==> src/hdl/tcsc_pkg.sv <==
package tcsc_pkg;

    localparam int KNOB_W      = 10;
    localparam int KNOB_MAX    = 1023;
    localparam int COUNT_W     = 16;
    localparam int TIME_W      = 32;
    localparam int CFG_W       = 16;
    localparam int CFG_IDX_W   = 2;
    localparam int PROD_W      = KNOB_W + CFG_W;
    localparam int IN_DATA_W   = 104;
    localparam int OUT_DATA_W  = 56;
    localparam int OUT_DEPTH   = 8;
    localparam int OUT_PTR_W   = 3;
    localparam int OUT_CNT_W   = 4;

    localparam logic [CFG_W-1:0] FULL_SCALE_RESET = 16'd15000;
    localparam logic [CFG_W-1:0] HOLDOFF_RESET    = 16'd500;
    localparam logic [CFG_W-1:0] SETTLE_RESET     = 16'd500;

    localparam logic [CFG_IDX_W-1:0] CFG_FULL_SCALE = 2'd0;
    localparam logic [CFG_IDX_W-1:0] CFG_HOLDOFF    = 2'd1;
    localparam logic [CFG_IDX_W-1:0] CFG_SETTLE     = 2'd2;

    typedef enum logic
    {
        OP_THRESHOLD = 1'b0,
        OP_CHECK     = 1'b1
    } op_t;

    typedef enum logic
    {
        MODE_TOUCH   = 1'b0,
        MODE_CONTACT = 1'b1
    } mode_t;

    typedef enum logic [2:0]
    {
        RPT_IDLE   = 3'd0,
        RPT_LEFT   = 3'd1,
        RPT_RIGHT  = 3'd2,
        RPT_BOTH   = 3'd3,
        RPT_JOINED = 3'd4
    } report_t;

    // one entry of the knob ring memory
    typedef struct packed
    {
        logic [KNOB_W-1:0] contact;
        logic [KNOB_W-1:0] right;
        logic [KNOB_W-1:0] left;
    } ring_word_t;

    // sensor check fields carried down the pipeline
    typedef struct packed
    {
        logic [TIME_W-1:0]  now_ms;
        logic [KNOB_W-1:0]  contact_level;
        logic [COUNT_W-1:0] touch_right;
        logic [COUNT_W-1:0] touch_left;
    } check_t;

    typedef struct packed
    {
        logic [5:0]         pad;
        logic [KNOB_W-1:0]  contact_threshold;
        logic [COUNT_W-1:0] right_threshold;
        logic [COUNT_W-1:0] left_threshold;
        logic               lamp_joined;
        logic               lamp_right;
        logic               lamp_left;
        logic               relay_level;
        logic               contact_mode;
        logic [2:0]         report_state;
    } result_t;

    // floor(x / 1023) by folding: 1024 is 1 modulo 1023
    function automatic logic [COUNT_W-1:0] div_knob_max(input logic [PROD_W-1:0] x);
        logic [15:0] q0;
        logic [16:0] r0;
        logic [6:0]  q1;
        logic [10:0] r1;
        logic        c;
        q0 = x[25:10];
        r0 = {7'd0, x[9:0]} + {1'b0, q0};
        q1 = r0[16:10];
        r1 = {1'b0, r0[9:0]} + {4'd0, q1};
        c  = (r1 >= 11'(KNOB_MAX));
        return q0 + {9'd0, q1} + {15'd0, c};
    endfunction

endpackage

==> src/hdl/touch_contact_sensing_controller_unit.sv <==
// Touch and contact sensing controller. Each request on the input stream
// (tuser[0] = 0 threshold knob sample, 1 sensor check) yields exactly one
// result, in order. Requests are taken one per clock. The ring memory read
// overlaps the first of four stages (running-sum update, average by
// reciprocal multiply, scaling multiply by full scale, divide by 1023 and
// the sensing state update). An eight-entry result queue decouples the
// output, so input is refused only when eight requests are accepted and not
// yet delivered. The knob rings are cleared at reset through per-entry valid
// bits; there is no clearing pass. Configuration writes are always ready and
// must be issued only while no request is in flight.
module touch_contact_sensing_controller_unit #(
    parameter int AVG_WINDOW = 20
) (
    input  logic                                    clk,
    input  logic                                    rst_n,
    // knob_left[9:0], knob_right[19:10], knob_contact[29:20], touch_left[45:30],
    // touch_right[61:46], contact_level[71:62], now_ms[103:72]
    input  logic [tcsc_pkg::IN_DATA_W-1:0]          s_axis_tdata,
    // op[0]
    input  logic [0:0]                              s_axis_tuser,
    input  logic                                    s_axis_tvalid,
    output logic                                    s_axis_tready,
    // report_state[2:0], contact_mode[3], relay_level[4], lamp_left[5],
    // lamp_right[6], lamp_joined[7], left_threshold[23:8],
    // right_threshold[39:24], contact_threshold[49:40], zero[55:50]
    output logic [tcsc_pkg::OUT_DATA_W-1:0]         m_axis_tdata,
    output logic                                    m_axis_tvalid,
    input  logic                                    m_axis_tready,
    input  logic                                    cfg_valid,
    output logic                                    cfg_ready,
    input  logic [tcsc_pkg::CFG_IDX_W-1:0]          cfg_index,
    input  logic [tcsc_pkg::CFG_W-1:0]              cfg_data
);

    localparam int IDX_W  = (AVG_WINDOW > 1) ? $clog2(AVG_WINDOW) : 1;
    localparam int SUM_W  = $clog2(AVG_WINDOW * tcsc_pkg::KNOB_MAX + 1);
    localparam int DIV_L  = $clog2(AVG_WINDOW);
    localparam int DIV_S  = SUM_W + DIV_L;
    localparam longint DIV_M = ((64'd1 << DIV_S) + AVG_WINDOW - 1) / AVG_WINDOW;
    localparam int M_W    = $clog2(DIV_M + 1);
    localparam int P_W    = SUM_W + M_W;
    localparam int KW     = tcsc_pkg::KNOB_W;
    localparam int RW     = 3 * tcsc_pkg::KNOB_W;
    localparam logic [IDX_W-1:0] LAST_IDX = IDX_W'(AVG_WINDOW - 1);

    // configuration
    logic [tcsc_pkg::CFG_W-1:0] full_scale_reg;
    logic [tcsc_pkg::CFG_W-1:0] holdoff_reg;
    logic [tcsc_pkg::CFG_W-1:0] settle_reg;

    // input side
    logic                 s_accept;
    logic                 m_pop;
    tcsc_pkg::op_t        in_op;
    tcsc_pkg::ring_word_t in_knobs;
    tcsc_pkg::check_t     in_chk;
    logic [IDX_W-1:0]     ring_index_reg;

    // ring memory and forwarding
    logic                 ram_wr_en;
    tcsc_pkg::ring_word_t ram_wr_data;
    logic [RW-1:0]        ram_rd_data;
    logic [AVG_WINDOW-1:0] entry_valid_reg;
    logic                 fwd_hit_reg;
    tcsc_pkg::ring_word_t fwd_data_reg;
    tcsc_pkg::ring_word_t old_word;

    // stage 1: running sums
    logic                 s1_valid_reg;
    tcsc_pkg::op_t        s1_op_reg;
    tcsc_pkg::ring_word_t s1_knobs_reg;
    tcsc_pkg::check_t     s1_chk_reg;
    logic [IDX_W-1:0]     s1_addr_reg;
    logic [SUM_W-1:0]     sum_l_reg;
    logic [SUM_W-1:0]     sum_r_reg;
    logic [SUM_W-1:0]     sum_c_reg;
    logic [SUM_W-1:0]     sum_l_next;
    logic [SUM_W-1:0]     sum_r_next;
    logic [SUM_W-1:0]     sum_c_next;

    // stage 2: averages
    logic                 s2_valid_reg;
    tcsc_pkg::op_t        s2_op_reg;
    tcsc_pkg::check_t     s2_chk_reg;
    logic [SUM_W-1:0]     s2_sum_l_reg;
    logic [SUM_W-1:0]     s2_sum_r_reg;
    logic [SUM_W-1:0]     s2_sum_c_reg;
    logic [P_W-1:0]       recip_l;
    logic [P_W-1:0]       recip_r;
    logic [P_W-1:0]       recip_c;

    // stage 3: scaling
    logic                 s3_valid_reg;
    tcsc_pkg::op_t        s3_op_reg;
    tcsc_pkg::check_t     s3_chk_reg;
    logic [KW-1:0]        s3_avg_l_reg;
    logic [KW-1:0]        s3_avg_r_reg;
    logic [KW-1:0]        s3_avg_c_reg;

    // stage 4: divide and sensing state
    logic                 s4_valid_reg;
    tcsc_pkg::op_t        s4_op_reg;
    tcsc_pkg::check_t     s4_chk_reg;
    logic [tcsc_pkg::PROD_W-1:0] s4_prod_l_reg;
    logic [tcsc_pkg::PROD_W-1:0] s4_prod_r_reg;
    logic [KW-1:0]        s4_avg_c_reg;

    tcsc_pkg::mode_t      mode_reg;
    tcsc_pkg::mode_t      mode_next;
    tcsc_pkg::report_t    report_reg;
    tcsc_pkg::report_t    report_next;
    logic [tcsc_pkg::TIME_W-1:0]  touch_time_reg;
    logic [tcsc_pkg::TIME_W-1:0]  touch_time_next;
    logic [tcsc_pkg::TIME_W-1:0]  contact_time_reg;
    logic [tcsc_pkg::TIME_W-1:0]  contact_time_next;
    logic [tcsc_pkg::COUNT_W-1:0] thr_l_reg;
    logic [tcsc_pkg::COUNT_W-1:0] thr_l_next;
    logic [tcsc_pkg::COUNT_W-1:0] thr_r_reg;
    logic [tcsc_pkg::COUNT_W-1:0] thr_r_next;
    logic [KW-1:0]        thr_c_reg;
    logic [KW-1:0]        thr_c_next;
    logic                 left_active;
    logic                 right_active;
    logic                 holdoff_done;
    logic                 settling;
    tcsc_pkg::result_t    result;

    // result queue
    tcsc_pkg::result_t    queue_reg [tcsc_pkg::OUT_DEPTH];
    logic [tcsc_pkg::OUT_PTR_W-1:0] wr_ptr_reg;
    logic [tcsc_pkg::OUT_PTR_W-1:0] rd_ptr_reg;
    logic [tcsc_pkg::OUT_CNT_W-1:0] queue_cnt_reg;
    logic [tcsc_pkg::OUT_CNT_W-1:0] pending_reg;

    assign cfg_ready     = 1'b1;
    assign s_axis_tready = (pending_reg < tcsc_pkg::OUT_CNT_W'(tcsc_pkg::OUT_DEPTH));
    assign s_accept      = s_axis_tvalid && s_axis_tready;
    assign m_axis_tvalid = (queue_cnt_reg != '0);
    assign m_pop         = m_axis_tvalid && m_axis_tready;
    assign m_axis_tdata  = queue_reg[rd_ptr_reg];

    assign in_op                  = tcsc_pkg::op_t'(s_axis_tuser[0]);
    assign in_knobs.left          = s_axis_tdata[9:0];
    assign in_knobs.right         = s_axis_tdata[19:10];
    assign in_knobs.contact       = s_axis_tdata[29:20];
    assign in_chk.touch_left      = s_axis_tdata[45:30];
    assign in_chk.touch_right     = s_axis_tdata[61:46];
    assign in_chk.contact_level   = s_axis_tdata[71:62];
    assign in_chk.now_ms          = s_axis_tdata[103:72];

    always_ff @(posedge clk or negedge rst_n)
    begin
        if (!rst_n)
        begin
            full_scale_reg <= tcsc_pkg::FULL_SCALE_RESET;
            holdoff_reg    <= tcsc_pkg::HOLDOFF_RESET;
            settle_reg     <= tcsc_pkg::SETTLE_RESET;
        end
        else if (cfg_valid)
        begin
            unique case (cfg_index)
                tcsc_pkg::CFG_FULL_SCALE: full_scale_reg <= cfg_data;
                tcsc_pkg::CFG_HOLDOFF:    holdoff_reg    <= cfg_data;
                tcsc_pkg::CFG_SETTLE:     settle_reg     <= cfg_data;
                default:                  ;
            endcase
        end
    end

    // ring memory: read at accept, write back from stage 1
    assign ram_wr_en   = s1_valid_reg && (s1_op_reg == tcsc_pkg::OP_THRESHOLD);
    assign ram_wr_data = s1_knobs_reg;

    tcsc_ram #(
        .WIDTH (RW),
        .DEPTH (AVG_WINDOW)
    ) u_ring_ram (
        .clk     (clk),
        .wr_en   (ram_wr_en),
        .wr_addr (s1_addr_reg),
        .wr_data (ram_wr_data),
        .rd_en   (s_accept),
        .rd_addr (ring_index_reg),
        .rd_data (ram_rd_data)
    );

    always_comb
    begin
        if (fwd_hit_reg)
        begin
            old_word = fwd_data_reg;
        end
        else if (entry_valid_reg[s1_addr_reg])
        begin
            old_word = tcsc_pkg::ring_word_t'(ram_rd_data);
        end
        else
        begin
            old_word = '0;
        end
    end

    assign sum_l_next = sum_l_reg - SUM_W'(old_word.left) + SUM_W'(s1_knobs_reg.left);
    assign sum_r_next = sum_r_reg - SUM_W'(old_word.right) + SUM_W'(s1_knobs_reg.right);
    assign sum_c_next = sum_c_reg - SUM_W'(old_word.contact) + SUM_W'(s1_knobs_reg.contact);

    always_ff @(posedge clk or negedge rst_n)
    begin
        if (!rst_n)
        begin
            ring_index_reg  <= '0;
            entry_valid_reg <= '0;
            fwd_hit_reg     <= 1'b0;
            sum_l_reg       <= '0;
            sum_r_reg       <= '0;
            sum_c_reg       <= '0;
            s1_valid_reg    <= 1'b0;
            s2_valid_reg    <= 1'b0;
            s3_valid_reg    <= 1'b0;
            s4_valid_reg    <= 1'b0;
        end
        else
        begin
            if (s_accept && (in_op == tcsc_pkg::OP_THRESHOLD))
            begin
                ring_index_reg <= (ring_index_reg == LAST_IDX) ? '0 : ring_index_reg + 1'b1;
            end
            // catch a write-back that lands on the entry being read
            fwd_hit_reg <= ram_wr_en && (s1_addr_reg == ring_index_reg);
            if (ram_wr_en)
            begin
                entry_valid_reg[s1_addr_reg] <= 1'b1;
                sum_l_reg <= sum_l_next;
                sum_r_reg <= sum_r_next;
                sum_c_reg <= sum_c_next;
            end
            s1_valid_reg <= s_accept;
            s2_valid_reg <= s1_valid_reg;
            s3_valid_reg <= s2_valid_reg;
            s4_valid_reg <= s3_valid_reg;
        end
    end

    assign recip_l = P_W'(s2_sum_l_reg) * P_W'(DIV_M);
    assign recip_r = P_W'(s2_sum_r_reg) * P_W'(DIV_M);
    assign recip_c = P_W'(s2_sum_c_reg) * P_W'(DIV_M);

    always_ff @(posedge clk)
    begin
        fwd_data_reg  <= ram_wr_data;
        s1_op_reg     <= in_op;
        s1_knobs_reg  <= in_knobs;
        s1_chk_reg    <= in_chk;
        s1_addr_reg   <= ring_index_reg;

        s2_op_reg     <= s1_op_reg;
        s2_chk_reg    <= s1_chk_reg;
        s2_sum_l_reg  <= sum_l_next;
        s2_sum_r_reg  <= sum_r_next;
        s2_sum_c_reg  <= sum_c_next;

        s3_op_reg     <= s2_op_reg;
        s3_chk_reg    <= s2_chk_reg;
        s3_avg_l_reg  <= recip_l[DIV_S +: KW];
        s3_avg_r_reg  <= recip_r[DIV_S +: KW];
        s3_avg_c_reg  <= recip_c[DIV_S +: KW];

        s4_op_reg     <= s3_op_reg;
        s4_chk_reg    <= s3_chk_reg;
        s4_prod_l_reg <= tcsc_pkg::PROD_W'(s3_avg_l_reg) * tcsc_pkg::PROD_W'(full_scale_reg);
        s4_prod_r_reg <= tcsc_pkg::PROD_W'(s3_avg_r_reg) * tcsc_pkg::PROD_W'(full_scale_reg);
        s4_avg_c_reg  <= s3_avg_c_reg;
    end

    // sensing state
    assign left_active  = (s4_chk_reg.touch_left > thr_l_reg);
    assign right_active = (s4_chk_reg.touch_right > thr_r_reg);
    assign holdoff_done = ((s4_chk_reg.now_ms - touch_time_reg) >
                           tcsc_pkg::TIME_W'(holdoff_reg));
    assign settling     = ((s4_chk_reg.now_ms - contact_time_reg) <
                           tcsc_pkg::TIME_W'(settle_reg));

    always_ff @(posedge clk or negedge rst_n)
    begin
        if (!rst_n)
        begin
            mode_reg         <= tcsc_pkg::MODE_TOUCH;
            report_reg       <= tcsc_pkg::RPT_IDLE;
            touch_time_reg   <= '0;
            contact_time_reg <= '0;
            thr_l_reg        <= tcsc_pkg::FULL_SCALE_RESET;
            thr_r_reg        <= tcsc_pkg::FULL_SCALE_RESET;
            thr_c_reg        <= '0;
        end
        else
        begin
            mode_reg         <= mode_next;
            report_reg       <= report_next;
            touch_time_reg   <= touch_time_next;
            contact_time_reg <= contact_time_next;
            thr_l_reg        <= thr_l_next;
            thr_r_reg        <= thr_r_next;
            thr_c_reg        <= thr_c_next;
        end
    end

    always_comb
    begin
        mode_next         = mode_reg;
        report_next       = report_reg;
        touch_time_next   = touch_time_reg;
        contact_time_next = contact_time_reg;
        thr_l_next        = thr_l_reg;
        thr_r_next        = thr_r_reg;
        thr_c_next        = thr_c_reg;
        if (s4_valid_reg)
        begin
            if (s4_op_reg == tcsc_pkg::OP_THRESHOLD)
            begin
                thr_l_next = tcsc_pkg::div_knob_max(s4_prod_l_reg);
                thr_r_next = tcsc_pkg::div_knob_max(s4_prod_r_reg);
                thr_c_next = s4_avg_c_reg;
            end
            else
            begin
                unique case (mode_reg)
                    tcsc_pkg::MODE_TOUCH:
                    begin
                        if (left_active && right_active)
                        begin
                            report_next = tcsc_pkg::RPT_BOTH;
                            if (holdoff_done)
                            begin
                                mode_next         = tcsc_pkg::MODE_CONTACT;
                                contact_time_next = s4_chk_reg.now_ms;
                            end
                        end
                        else if (left_active)
                        begin
                            report_next = tcsc_pkg::RPT_LEFT;
                        end
                        else if (right_active)
                        begin
                            report_next = tcsc_pkg::RPT_RIGHT;
                        end
                        else
                        begin
                            report_next = tcsc_pkg::RPT_IDLE;
                        end
                    end
                    tcsc_pkg::MODE_CONTACT:
                    begin
                        if (s4_chk_reg.contact_level < thr_c_reg)
                        begin
                            report_next       = tcsc_pkg::RPT_JOINED;
                            contact_time_next = s4_chk_reg.now_ms;
                        end
                        else if ((report_reg == tcsc_pkg::RPT_JOINED) || !settling)
                        begin
                            // give up and go back to touch sensing, report held
                            mode_next       = tcsc_pkg::MODE_TOUCH;
                            touch_time_next = s4_chk_reg.now_ms;
                        end
                    end
                    default:
                    begin
                        mode_next = tcsc_pkg::MODE_TOUCH;
                    end
                endcase
            end
        end
    end

    always_comb
    begin
        result                   = '0;
        result.report_state      = report_next;
        result.contact_mode      = (mode_next == tcsc_pkg::MODE_CONTACT);
        result.relay_level       = (mode_next == tcsc_pkg::MODE_TOUCH);
        result.lamp_left         = (report_next == tcsc_pkg::RPT_LEFT) ||
                                   (report_next == tcsc_pkg::RPT_BOTH);
        result.lamp_right        = (report_next == tcsc_pkg::RPT_RIGHT) ||
                                   (report_next == tcsc_pkg::RPT_BOTH);
        result.lamp_joined       = (report_next == tcsc_pkg::RPT_JOINED);
        result.left_threshold    = thr_l_next;
        result.right_threshold   = thr_r_next;
        result.contact_threshold = thr_c_next;
    end

    // result queue; pending counts every request not yet delivered,
    // so the queue cannot overflow
    always_ff @(posedge clk)
    begin
        if (s4_valid_reg)
        begin
            queue_reg[wr_ptr_reg] <= result;
        end
    end

    always_ff @(posedge clk or negedge rst_n)
    begin
        if (!rst_n)
        begin
            wr_ptr_reg    <= '0;
            rd_ptr_reg    <= '0;
            queue_cnt_reg <= '0;
            pending_reg   <= '0;
        end
        else
        begin
            if (s4_valid_reg)
            begin
                wr_ptr_reg <= wr_ptr_reg + 1'b1;
            end
            if (m_pop)
            begin
                rd_ptr_reg <= rd_ptr_reg + 1'b1;
            end
            case ({s4_valid_reg, m_pop})
                2'b10:   queue_cnt_reg <= queue_cnt_reg + 1'b1;
                2'b01:   queue_cnt_reg <= queue_cnt_reg - 1'b1;
                default: ;
            endcase
            case ({s_accept, m_pop})
                2'b10:   pending_reg <= pending_reg + 1'b1;
                2'b01:   pending_reg <= pending_reg - 1'b1;
                default: ;
            endcase
        end
    end

endmodule

==> src/hdl/tcsc_ram.sv <==
module tcsc_ram #(
    parameter int WIDTH = 30,
    parameter int DEPTH = 20
) (
    input  logic                                      clk,
    input  logic                                      wr_en,
    input  logic [((DEPTH > 1) ? $clog2(DEPTH) : 1)-1:0] wr_addr,
    input  logic [WIDTH-1:0]                          wr_data,
    input  logic                                      rd_en,
    input  logic [((DEPTH > 1) ? $clog2(DEPTH) : 1)-1:0] rd_addr,
    output logic [WIDTH-1:0]                          rd_data
);

    logic [WIDTH-1:0] mem [DEPTH];

    // read returns the old word when the same entry is written in that cycle
    always_ff @(posedge clk)
    begin
        if (wr_en)
        begin
            mem[wr_addr] <= wr_data;
        end
        if (rd_en)
        begin
            rd_data <= mem[rd_addr];
        end
    end

endmodule

==> config.mk <==
export PLATFORM = sky130hd
export DESIGN_NAME = touch_contact_sensing_controller_unit
export DESIGN_NICKNAME = d
export VERILOG_FILES = /design/src/hdl/tcsc_pkg.sv /design/src/hdl/touch_contact_sensing_controller_unit.sv /design/src/hdl/tcsc_ram.sv
export SDC_FILE = /design/constraint.sdc
export NUM_CORES = 2
export LEC_CHECK = 0
export CORE_MARGIN = 3
export CORE_UTILIZATION = 30
export CTS_BUF_LIST = sky130_fd_sc_hd__clkbuf_16
export DETAILED_ROUTE_END_ITERATION = 10
export DONT_BUFFER_PORTS = 1
export PLACE_DENSITY = 0.5
export SYNTH_ARGS = -nofsm -noshare
export SYNTH_HDL_FRONTEND = slang
export SYNTH_SLANG_ARGS = --single-unit
==> constraint.sdc <==
create_clock -name clk -period 5.8 [get_ports clk]
set_input_delay 0.58 -clock clk [delete_from_list [all_inputs] [get_ports clk]]
set_output_delay 0.58 -clock clk [all_outputs]
set_load 0.02 [all_outputs]
==> impl_results.md <==
* Fraction of registers with async set/reset at 0.1388
* Crit start category: flop
* R2r setup slk at -490 ps
* Final setup fails at about 140
* Detailed Routing Iterations Pass 1 at 5
* Crit path max fanout at 5
* Total routed wirelength at 225.5 mm
* CP Launch Point: s4_prod_l_reg[10]$_DFF_P_
* Status: complete, but fails checks
* Via Count at 53,400
* Port Buf Inserts at 0
* Delay-heaviest family, CP: compound AO/OA/AOI/OAI gates
* Die Wd at 556.5 µm
* Final Hold Viols at 239
* Max-slew violations at 0
* Mean Syn Cell Area at 13.53 µm²
* CTS tree: built
* Area of the multi-input gates at just over 0.04 mm²
* Reg-to-reg startpoint: s4_prod_l_reg[10]$_DFF_P_
* Die area at 0.3097 mm²
* ANT nets after route at 0
* Final min period at 6285 ps
* Max cap viols at 0
* Row cnt at approximately 200
* Final hold slack at -492.9 ps
* Most frequent cells in the layout: edfxtp_1, inv_1, ha_1, dfxtp_1, fa_1
* CP required at 6380 ps
* CP bufs+invs at 7
* Starting DRT DRC Count at 3,252
* Largest net degree at the start of global routing at 248
* FMAX at 159.1 MHz
* Fill count at 29,010
* Worst Max-Slew Pin Slew at 1151 ps
* Rel. slew slack at 0.2327
* Worst path max stage delay at roughly 440 ps
* Gpl congestion at 0.8182
* Half-perimeter wire length after placement at 152.5 mm
* Endpoint class of the critical path: flop
* DR vias/cell at 4.699
* Fin crit share at 1.084
* Core Region at about 0.30 mm²
* Worst slack, placed at -917.0 ps
* Synth Register Bits at 1,779
* Final worst slack at -485.4 ps
* Commonest non-fill, non-tap cell in the layout: edfxtp_1
* Post-synth EDFFs at 1,030
* Global-route usage over all layers at 0.1445
* DRC at 0
* Main flop type after synthesis: edfxtp_1
* Nets at roughly 8,500
* Sequential-to-total area share from yosys stat at 0.5192
* Worst-path clk slew at around 60 ps
* Critical path type: reg -> reg
* Layout area overhead at 18.13%
* Worst r2r dst: queue_reg[3][20]$_DFFE_PP_
* Die height at 556.5 µm
* Slowest-stage cell, CP: a2111o_1
* Critical Path AT at 6860 ps
* Clock Tree Buf Depth at 4
* Cell Area, Synth at 0.09091 mm²
* Register area at 0.04724 mm²
* Worst-Skew Late Latency at roughly 900 ps
* Clk_skew at approximately 80 ps
* CP dominant cell by count: o21ai_2
* Ratio of cells with drive above 1 in the final layout at 0.2099
* Initial antenna violation count at 27
* Cts-stage hold buffer count at ~120
* Mean routed wirelength per cell at 19.84 µm
* Post-synth cell types at 93
* Vias in the first global route at 56,900
* RSZ-0062 raised after global routing: true
* Max reg flops at 600
* Top Ports at ~190
* Grt ovf at 0
* Hold WC Path Type: in -> async
* R2R depth at 35
* Yosys warning count at 0
* Root Buffer: clkbuf_16
* Failing checks: negative hold slack, negative setup slack
* First-pass GRT wire length at 346.7 mm
* Starting Density at 0.3022
* Clock sink count at about 1,800
* Htree depth at 4
* Cts bufs inserted at 197
* Cells after Synth at 6,717
## Yosys cell counts (all sizes together) (77+ instances only)
cell | number | area, µm²
mux4 | 285 | 6419
clkbuf | 172 | 645.6
inv | 889 | 3337
nand2 | 386 | 1449
dfxtp | 502 | 10050
dfrtp | 214 | 5355
a21oi | 167 | 843.3
xnor2 | 169 | 1480
fa | 435 | 8708
and2 | 151 | 947.2
nor2 | 203 | 762.0
ha | 680 | 8508
o21ai | 171 | 855.8
edfxtp | 1030 | 30930
a21o | 77 | 578.1
nand3 | 142 | 710.7
mux2 | 191 | 2151
## worst max-delay path by stage
| stage | slack (ps) | to | cells after the start |
|---|---|---|---|
| after floorplan | -20 | queue_reg[0][20]$_DFFE_PP_ | 33 |
| after global placement | -840 | queue_reg[2][22]$_DFFE_PP_ | 34 |
| after detailed placement | -920 | queue_reg[3][22]$_DFFE_PP_ | 34 |
| after CTS | -400 | queue_reg[2][22]$_DFFE_PP_ | 34 |
| after global routing | -820 | queue_reg[3][20]$_DFFE_PP_ | 35 |
| final | -490 | queue_reg[3][20]$_DFFE_PP_ | 35 |
## stage by stage
stage / area (µm²) / setup TNS (ps) / std cells / hold WS (ps) / util
floorplan: 91030 / -372.7 / 6722 / 284.4 / -
finish: 107400 / -38680 / 11360 / -492.9 / 0.3570
detailed placement: 97870 / -141610 / 10760 / 312.1 / 0.3254
global placement: 97870 / -121340 / 10760 / 311.1 / 0.3254
global route: 107400 / -117510 / 11360 / -594.4 / 0.3570
CTS: 106600 / -43200 / 11330 / -623.2 / 0.3545
## layer usage
metal  vias to the layer above  share of wire  GRT usage
met2                      1063           0.49     0.2474
li1                      24820              -          -
met4                         8          0.023    0.03486
met1                     27220           0.44     0.1910
met5                         -        0.00024          0
met3                       295          0.045    0.02274
## cell families after synthesis
family,after synthesis,share of synthesized area
buffers and inverters,1116,0.04684
adders and majority gates,1117,0.1896
and+or+nand+nor,1202,0.06489
DFF,1779,0.5192
AOI/OAI and AO/OA,788,0.06207
muxes,489,0.09570
xor gates and xnor gates,224,0.02158
other,2,0.00008261
## cell type report
cell class	instances	area share
multi-input cells	3831	0.3805
clock buffers	204	0.04753
flip-flops and latches	1779	0.4398
repair buffers	540	0.04384
clock inverters	156	0.01093
diodes	7	0.0001631
well taps	3958	0.04611
inverters	889	0.03107
## timing repair
item                                    CTS  global route
pin swaps                                88           101
endpoints found under the setup margin  273           354
gates cloned                              7             2
buffers inserted                         86            28
hold endpoints to repair                402           247
gates resized for setup                 128           116
## worst register-to-register path, delay by kind of cell (launching register included)
kind | cells | cell delay (ps)
compound gates | 16 | 2750
fa+ha+maj | 5 | 1140
buf+inv | 7 | 760
xor+xnor | 3 | 620
simple gates | 4 | 410
flops | 1 | 350
Power is not shown: default switching activity piles up to over one toggle a cycle in this logic, so the estimate is an artifact.
